`config.mk`:
```
export PLATFORM = sky130hd
export DESIGN_NAME = stepper_position_command_controller
export DESIGN_NICKNAME = d
export VERILOG_FILES = /design/src/spcc_pkg.sv /design/src/stepper_position_command_controller.sv
export SDC_FILE = /design/constraint.sdc
export NUM_CORES = 1
export LEC_CHECK = 0
export BUFFER_PORTS_ARGS = -buffer_cell sky130_fd_sc_hd__buf_2
export CAP_MARGIN = 30
export CELL_PAD_IN_SITES_DETAIL_PLACEMENT = 1
export CELL_PAD_IN_SITES_GLOBAL_PLACEMENT = 2
export CORE_MARGIN = 2
export CORE_UTILIZATION = 52
export DETAILED_ROUTE_END_ITERATION = 7
export PLACE_DENSITY_LB_ADDON = 0.1
export SLEW_MARGIN = 20
export SYNTH_ARGS = -nofsm -noshare
export SYNTH_HDL_FRONTEND = slang
export SYNTH_SLANG_ARGS = --single-unit
```
`constraint.sdc`:
```
create_clock -name clk -period 10.3 [get_ports clk]
set_input_delay 2.06 -clock clk [delete_from_list [all_inputs] [get_ports clk]]
set_output_delay 2.06 -clock clk [all_outputs]
set_load 0.005 [all_outputs]
```
`src/spcc_pkg.sv`:
```
`timescale 1ns / 1ps
`default_nettype none

package spcc_pkg;

    // Defaults for the top level parameters
    localparam int DefFifoDepth = 32;
    localparam int DefPosWidth  = 16;

    // Fixed field widths
    localparam int ArgWidth   = 16;
    localparam int OpWidth    = 2;
    localparam int EntryWidth = OpWidth + ArgWidth;
    localparam int LevelWidth = 6;
    localparam int PosOutWidth = 16;

    // Controller modes, as reported on the result item
    typedef enum logic [1:0] {
        MODE_CAL  = 2'd0,
        MODE_IDLE = 2'd1,
        MODE_MOVE = 2'd2,
        MODE_WAIT = 2'd3
    } mode_t;

    // Command codes held in the queue
    typedef enum logic [1:0] {
        OP_CALIBRATE = 2'd0,
        OP_GOTO      = 2'd1,
        OP_WAIT      = 2'd2,
        OP_SPEED     = 2'd3
    } cmd_op_t;

    // One queued command
    typedef struct packed {
        cmd_op_t             op;
        logic [ArgWidth-1:0] arg;
    } cmd_entry_t;

endpackage

`default_nettype wire

```
`src/stepper_position_command_controller.sv`:
```
// Output register: a result item appears in the cycle after its item is accepted.
// Throughput: one item per cycle while results are taken; the mode update and the queue
// push or pop finish in the accept cycle; the memory head is prefetched every cycle.
// Reset (rst_n, async, low): mode calibrating, position and target zero, step period one,
// queue empty, no result pending. The command memory is not cleared; no clearing pass.
`timescale 1ns / 1ps
`default_nettype none

module stepper_position_command_controller
    import spcc_pkg::*;
#(
    parameter int FIFO_DEPTH = DefFifoDepth,
    parameter int POS_WIDTH  = DefPosWidth
)
(
    input  wire logic        clk,
    input  wire logic        rst_n,
    input  wire logic        s_tvalid,
    output logic             s_tready,
    input  wire logic [23:0] s_tdata,   // detector[0], command_op[2:1], argument[18:3], zero fill
    input  wire logic        s_tuser,   // kind: 0 tick, 1 command push
    output logic             m_tvalid,
    input  wire logic        m_tready,
    output logic [31:0]      m_tdata    // step_left[0], step_right[1], position[17:2],
                                        // mode[19:18], queue_level[25:20],
                                        // command_dropped[26], zero fill
);

    localparam int AW = $clog2(FIFO_DEPTH);
    localparam int CW = $clog2(FIFO_DEPTH + 1);

    // Input fields
    logic                kind;
    logic                detector;
    cmd_op_t             command_op;
    logic [ArgWidth-1:0] argument;

    assign kind       = s_tuser;
    assign detector   = s_tdata[0];
    assign command_op = cmd_op_t'(s_tdata[2:1]);
    assign argument   = s_tdata[18:3];

    // Control state
    mode_t                mode_reg, mode_next;
    logic [POS_WIDTH-1:0] pos_reg, pos_next;
    logic [POS_WIDTH-1:0] target_reg, target_next;
    logic [ArgWidth-1:0]  period_reg, period_next;
    logic [ArgWidth-1:0]  hold_reg, hold_next;
    logic [AW-1:0]        head_reg, head_next;
    logic [AW-1:0]        tail_reg, tail_next;
    logic [CW-1:0]        count_reg, count_next;

    // Result register
    logic                   out_valid_reg;
    logic                   out_left_reg, out_left_next;
    logic                   out_right_reg, out_right_next;
    logic [POS_WIDTH-1:0]   out_pos_reg;
    mode_t                  out_mode_reg;
    logic [CW-1:0]          out_count_reg;
    logic                   out_drop_reg, out_drop_next;

    // Command memory
    cmd_entry_t fifo_mem [FIFO_DEPTH];
    cmd_entry_t rd_data_reg;
    logic       wr_en;
    cmd_entry_t wr_data;

    logic accept;
    logic full;
    logic [ArgWidth-1:0] period_hold;
    logic [POS_WIDTH+ArgWidth-1:0] arg_ext;

    assign s_tready = !out_valid_reg || m_tready;
    assign accept   = s_tvalid && s_tready;
    assign full     = (count_reg == CW'(FIFO_DEPTH));
    assign period_hold = (period_reg == '0) ? '0 : period_reg - 1'b1;
    assign arg_ext  = {{POS_WIDTH{1'b0}}, rd_data_reg.arg};
    assign wr_data  = '{op: command_op, arg: argument};

    function automatic logic [AW-1:0] next_index(input logic [AW-1:0] idx);
        next_index = (idx == AW'(FIFO_DEPTH - 1)) ? '0 : idx + 1'b1;
    endfunction

    // Mode machine and queue bookkeeping
    always_comb
    begin
        mode_next      = mode_reg;
        pos_next       = pos_reg;
        target_next    = target_reg;
        period_next    = period_reg;
        hold_next      = hold_reg;
        head_next      = head_reg;
        tail_next      = tail_reg;
        count_next     = count_reg;
        out_left_next  = 1'b0;
        out_right_next = 1'b0;
        out_drop_next  = 1'b0;
        wr_en          = 1'b0;
        if (accept)
        begin
            if (kind)
            begin
                if (full)
                begin
                    out_drop_next = 1'b1;
                end
                else
                begin
                    wr_en      = 1'b1;
                    tail_next  = next_index(tail_reg);
                    count_next = count_reg + 1'b1;
                end
            end
            else
            begin
                case (mode_reg)
                    MODE_CAL:
                    begin
                        if (detector)
                        begin
                            out_right_next = 1'b1;
                        end
                        else
                        begin
                            mode_next   = MODE_IDLE;
                            pos_next    = '0;
                            target_next = '0;
                        end
                    end
                    MODE_IDLE:
                    begin
                        if (hold_reg != '0)
                        begin
                            hold_next = hold_reg - 1'b1;
                        end
                        else if (count_reg != '0)
                        begin
                            // pop the prefetched head entry
                            head_next  = next_index(head_reg);
                            count_next = count_reg - 1'b1;
                            case (rd_data_reg.op)
                                OP_CALIBRATE: mode_next = MODE_CAL;
                                OP_GOTO:
                                begin
                                    target_next = arg_ext[POS_WIDTH-1:0];
                                    mode_next   = MODE_MOVE;
                                end
                                OP_WAIT:
                                begin
                                    hold_next = rd_data_reg.arg;
                                    mode_next = MODE_WAIT;
                                end
                                default: period_next = rd_data_reg.arg;
                            endcase
                        end
                    end
                    MODE_MOVE:
                    begin
                        if (hold_reg != '0)
                        begin
                            hold_next = hold_reg - 1'b1;
                        end
                        else
                        begin
                            if (pos_reg > target_reg)
                            begin
                                out_left_next = 1'b1;
                                pos_next      = pos_reg - 1'b1;
                            end
                            else if (pos_reg < target_reg)
                            begin
                                out_right_next = 1'b1;
                                pos_next       = pos_reg + 1'b1;
                            end
                            else
                            begin
                                mode_next = MODE_IDLE;
                            end
                            hold_next = period_hold;
                        end
                    end
                    default:
                    begin
                        if (hold_reg == '0)
                        begin
                            mode_next = MODE_IDLE;
                        end
                        else
                        begin
                            hold_next = hold_reg - 1'b1;
                        end
                    end
                endcase
            end
        end
    end

    // Control registers
    always_ff @(posedge clk or negedge rst_n)
    begin
        if (!rst_n)
        begin
            mode_reg      <= MODE_CAL;
            pos_reg       <= '0;
            target_reg    <= '0;
            period_reg    <= ArgWidth'(1);
            hold_reg      <= '0;
            head_reg      <= '0;
            tail_reg      <= '0;
            count_reg     <= '0;
            out_valid_reg <= 1'b0;
        end
        else
        begin
            mode_reg   <= mode_next;
            pos_reg    <= pos_next;
            target_reg <= target_next;
            period_reg <= period_next;
            hold_reg   <= hold_next;
            head_reg   <= head_next;
            tail_reg   <= tail_next;
            count_reg  <= count_next;
            if (accept)
            begin
                out_valid_reg <= 1'b1;
            end
            else if (m_tready)
            begin
                out_valid_reg <= 1'b0;
            end
        end
    end

    // Result payload
    always_ff @(posedge clk)
    begin
        if (accept)
        begin
            out_left_reg  <= out_left_next;
            out_right_reg <= out_right_next;
            out_pos_reg   <= pos_next;
            out_mode_reg  <= mode_next;
            out_count_reg <= count_next;
            out_drop_reg  <= out_drop_next;
        end
    end

    // Command memory write
    always_ff @(posedge clk)
    begin
        if (wr_en)
        begin
            fifo_mem[tail_reg] <= wr_data;
        end
    end

    // Head prefetch; a push into the entry being fetched is forwarded
    always_ff @(posedge clk)
    begin
        if (wr_en && (tail_reg == head_next))
        begin
            rd_data_reg <= wr_data;
        end
        else
        begin
            rd_data_reg <= fifo_mem[head_next];
        end
    end

    // Output packing
    logic [PosOutWidth+POS_WIDTH-1:0] pos_ext;
    logic [LevelWidth+CW-1:0]         level_ext;

    assign pos_ext   = {{PosOutWidth{1'b0}}, out_pos_reg};
    assign level_ext = {{LevelWidth{1'b0}}, out_count_reg};
    assign m_tvalid  = out_valid_reg;
    assign m_tdata   = {5'd0, out_drop_reg, level_ext[LevelWidth-1:0], out_mode_reg,
                        pos_ext[PosOutWidth-1:0], out_right_reg, out_left_reg};

    // Checks
    a_count_range: assert property (@(posedge clk) disable iff (!rst_n)
        count_reg <= CW'(FIFO_DEPTH))
        else $error("queue count above depth");

    a_empty_ptrs: assert property (@(posedge clk) disable iff (!rst_n)
        (count_reg == '0) |-> (head_reg == tail_reg))
        else $error("empty queue with head and tail apart");

    a_drop_full: assert property (@(posedge clk) disable iff (!rst_n)
        (out_valid_reg && out_drop_reg) |-> full)
        else $error("dropped command while queue not full");

    a_one_step: assert property (@(posedge clk) disable iff (!rst_n)
        out_valid_reg |-> !(out_left_reg && out_right_reg))
        else $error("left and right step in one item");

endmodule

`default_nettype wire
```
; Word level (Yosys, flattened, before mapping)
; Memory sizes are Yosys's and may differ from the RTL's. A register that Yosys moved wholly into a read port is not among the register bits.
; Cells that the tools add are included.
[totals]
ff_bits = 110
latchBits = 0
ramBits = 576
rom_bits = 0
input_bits = 29
n_memories = 1
[op_classes]
add_sub_neg = 8
mul = 0
n_div = 0
n_lt_le_gt_ge = 2
eq_ne = 14
shifts = 0
muxes = 57
bitwise_logic = 6
reduce_logical = 17
[mem_list]
columns = name, words, width, read_ports, rd_clocked_by_memory_dff, wr, line_no
row1 = fifo_mem, 32, 18, 1, 1, 1, stepper_position_command_controller.sv:63  ; cmd_entry_t fifo_mem [FIFO_DEPTH];
[ops]
columns = cell, count
row1 = 16-bit 2-to-1 mux, 16
row2 = 16-bit one-hot mux with 2 select lines, 2
row3 = 16-bit one-hot mux with 3 select lines, 1
row4 = 16-bit by 1-bit subtractor with 16-bit output (second input constant), 3
row5 = 6-bit 2-to-1 mux, 6
row6 = 5-bit 2-to-1 mux, 7
row7 = 16-bit zero test, 2
row8 = 2-bit 2-to-1 mux, 9
row9 = 16-bit by 1-bit adder with 16-bit output (second input constant), 1
row10 = 16-bit > comparator, 1
row11 = 16-bit < comparator, 1
row12 = 16-bit nonzero test, 1
row13 = 1-bit 2-to-1 mux, 13
row14 = 2-bit one-hot mux with 3 select lines, 2
row15 = 6-bit AND reduction, 2
row16 = 5-bit by 1-bit adder with 5-bit output (second input constant), 2
row17 = 5-bit == test (second input constant), 2
row18 = 7-bit AND reduction, 1
row19 = 6-bit by 1-bit adder with 6-bit output (second input constant), 1
row20 = 6-bit == test (second input constant), 1
row21 = 2-bit != test (second input constant), 3
row22 = 1-bit NOT, 6
row23 = 6-bit nonzero test, 1
row24 = 3-bit OR reduction, 2
row25 = other kinds (14), 18

; Longest topological paths before layout
[logic_depth]
ltp_word = 7
mapped_depth = 16

; Worst setup path after synthesis
; No wires, ideal clock.
[synth_path]
kind = input-to-output
start = input m_tready
end = output s_tready
t_arrival_ns = 2.225
required_time_ns = 8.240
path_slack_ns = 6.015
cell_stages = 1
n_path_buf = 0
path_cell_list = nand2b_1
[synth_between]
elab_chain_cells = 1
[synth_rtl]
columns = item, line_no
row1 = start: declaration, stepper_position_command_controller.sv:23  ; input wire logic m_tready,
row2 = 1-bit logical OR, stepper_position_command_controller.sv:73  ; assign s_tready = !out_valid_reg || m_tready;
row3 = end: declaration, stepper_position_command_controller.sv:19  ; output logic s_tready,
; Every way passes these cells.

==> impl_metrics.toml <==
[pwr]
power_frac_seq_pct = 52.2
switching_share_pct = 23.17
p_comb_share_pct = 7.0
p_int_uw = 4781
ir_drop_v = 0.0001546
power.switching_uw = 1442
power.total_uw = 6223
p_clk_share_pct = 40.8
power_density_nw_per_um2 = 192.2
leakagePower_uw = 0.01068

[grt]
grt-ovfl-total = 0
grt_pass1_wl_um = 111800
track_usage_pct = 27.08
antenna_found_initial = 3
grt_max_degree = 114
grt_pass1_vias = 16643

[layout]
final_core_util_pct = 58.88
drive_gt1_share_pct = 25.91
regMostFlops = "fifo_mem"
most-common-layout-cells = "edfxtp_1, mux4_2, nand2_1, dfrtp_1, clkbuf_16"
fillCellCount = 4838
final_cell_count_no_fill = 2514
largest_reg_flops = 576
areaGrowthSynthToFinish_pct = 12.36
fin_nets = 1779
layout.cells.most_common = "edfxtp_1"

[critical_path]
worstSetupPathType = "reg -> reg"
arrival_ns = 5.73
cp_max_fo = 113
end_kind = "flip-flop"
cp.required_ns = 10.77
critPathLaunchType = "flip-flop"

[timing]
relSlewSlack_pct = 28.90
hold_violations = 0
grt_setup_unrepaired = "no"
setup_tns_ns = 0
holdWs_ns = 0.4838
period_share_pct = 51.02
tightest_slew_ns = 1.066
skew_ns = 0.03215
setup_viol = 0
drv_slew = 0
fmax_mhz = 190.3
layout_min_cycle_time_ns = 5.255

[place]
place_congestion = 0.8409
dp_hpwl_um = 46300
dp_cells = 2384
port_buffers = 52

[yosys]
syn_avg_cell_area_sq_um = 17.80
dominantRegCellSynth = "edfxtp_1"
synth-async-reset-ratio_pct = 12.01
synth_edf_count = 603
synthCells = 1619
synth_warnings = 0
syn_area_sq_um = 28810
synth_cell_types = 66
synth-seq-cells = 691
yosysSeqAreaShare_pct = 70.41

[detailed_routing]
wl_per_cell_um = 29.48
vias = 15717
drt_drc_violations_left = 0
routed_wl_um = 74130
drt_first_iter_violations = 1288
viasPerCell = 6.252
dr.pass1.iters = 5
ant_nets = 0

[clock_tree]
clock_sinks = 691
root_buffer = "clkbuf_16"
clockBufferDepth = 3
cts-buffers-inserted = 72
cts_hold_buf = 0
cts_tree = "done"
cts_setup_buffers = 0
clk_latency_ns = 0.63
htreeDepth = 3
cts_resized = 0
path_clk_slew_ns = 0.06

[floorplan]
num_rows = 86
die_width_um = 239.4
start_util_pct = 52.40
io_pins = 63
dieHeight_um = 239.4
die_area_sq_um = 57310
fp.coreArea_sq_um = 54990

[worst_hold_path]
hp-class = "reg -> reg"

[flow_run]
cap_viol_max_count = 0

[run_status]
status = "completed"
-- kinds of logic after synthesis --
logic type | Yosys count | synth area share (%)
XOR/XNOR | 14 | 0.4256
flip-flops | 691 | 70.41
buffers and inverters | 127 | 1.911
AO/OA/AOI/OAI | 198 | 4.334
multiplexers | 222 | 15.67
AND/OR/NAND/NOR | 327 | 5.550
other | 1 | 0.01302
adder cells (fa/ha/maj) | 39 | 1.694
-- power by group through the flow --
stage | sequential [uW] | clock [uW] | combinational [uW]
finish | 3250 | 2540 | 437
global route | 3260 | 2680 | 485
CTS | 3240 | 2580 | 440
detailed placement | 3300 | 0 | 431
global placement | 3290 | 0 | 415
floorplan | 3260 | 0 | 286
-- metal layers --
layer  track usage, %  part of all wire, %
met1            36.76                   41
met2            44.90                   50
met3            4.091                  6.2
met4            9.962                  3.2
met5                0                    0
-- path summary, 6_finish.rpt --
| path | from | cells past startpoint | slack, ns | endpoint |
|---|---|---|---|---|
| max in group asynchronous | rst_n | 2 | 7.77 | pos_reg[13] |
| worst max-delay path | flip-flop | 11 | 5.05 | hold_reg[12] |
| min in group asynchronous | rst_n | 1 | 1.42 | count_reg[2] |
| worst min-delay path | target_reg[5] | 2 | 0.48 | target_reg[5] |
| worst max register to register | flip-flop | 11 | 5.05 | hold_reg[12] |
| worst min register to register | target_reg[5] | 2 | 0.48 | target_reg[5] |
-- worst max-delay path: stages, from the launching register on --
cell,delay [ns]
dfxtp_4,0.77
buf_12,0.68
mux4_2,0.61
mux4_2,0.50
mux2i_1,0.27
ha_1,0.28
o21ai_0,0.11
a2bb2oi_1,0.47
o21a_1,0.47
nand3_1,0.39
a211oi_1,0.42
a311oi_1,0.10
-- stage by stage --
stage	worst slack [ns]	instance area, sq um
3_3_place_gp	4.822	30060
5_1_grt	4.588	32370
3_5_place_dp	4.828	30090
4_1_cts	4.827	32360
6_report	5.045	32370
2_1_floorplan	6.015	28830
-- synthesized netlist by cell type (all sizes together), types with 3 or more instances --
| master | number | area, sq um |
|---|---|---|
| a32oi | 6 | 52.55 |
| nor2b | 7 | 43.79 |
| mux2 | 32 | 360.4 |
| o211ai | 7 | 52.55 |
| a211oi | 4 | 30.03 |
| nand3b | 8 | 60.06 |
| o22ai | 10 | 62.56 |
| a221oi | 5 | 43.79 |
| dfxtp | 5 | 100.1 |
| nor3 | 26 | 130.1 |
| a31oi | 13 | 81.33 |
| or4 | 8 | 63.81 |
| a21o | 7 | 52.55 |
| nand2b | 11 | 68.82 |
| and2 | 6 | 37.54 |
| and3 | 15 | 93.84 |
| xnor2 | 9 | 78.83 |
| mux2i | 10 | 100.1 |
| clkbuf | 53 | 198.9 |
| o21a | 4 | 30.03 |
| ha | 39 | 488.0 |
| nand4 | 9 | 56.30 |
| buf | 33 | 197.7 |
| a311oi | 6 | 52.55 |
| nor4 | 11 | 68.82 |
| dfrtp | 82 | 2052 |
| nand2 | 93 | 349.1 |
| or3 | 11 | 68.82 |
| inv | 39 | 146.4 |
| edfxtp | 603 | 18110 |
| o21ai | 55 | 275.3 |
| mux4 | 180 | 4054 |
| xor2 | 5 | 43.79 |
| a22o | 5 | 43.79 |
| nor3b | 3 | 22.52 |
| a21oi | 51 | 255.2 |
| nand3 | 32 | 160.2 |
| nor2 | 80 | 300.3 |
| o31ai | 7 | 52.55 |
-- area by class of cell --
cell class | count | area (sq um) | area share, %
clock inverter | 36 | 329.1 | 1.016
inverter | 41 | 153.9 | 0.4754
clock buffer | 91 | 1937 | 5.983
sequential | 691 | 20300 | 62.69
multi-input combinational | 805 | 8071 | 24.93
tap | 748 | 935.9 | 2.891
antenna | 2 | 5.005 | 0.01546
timing repair buffer | 100 | 646.9 | 1.998
Power figures use the tool's default switching activity.
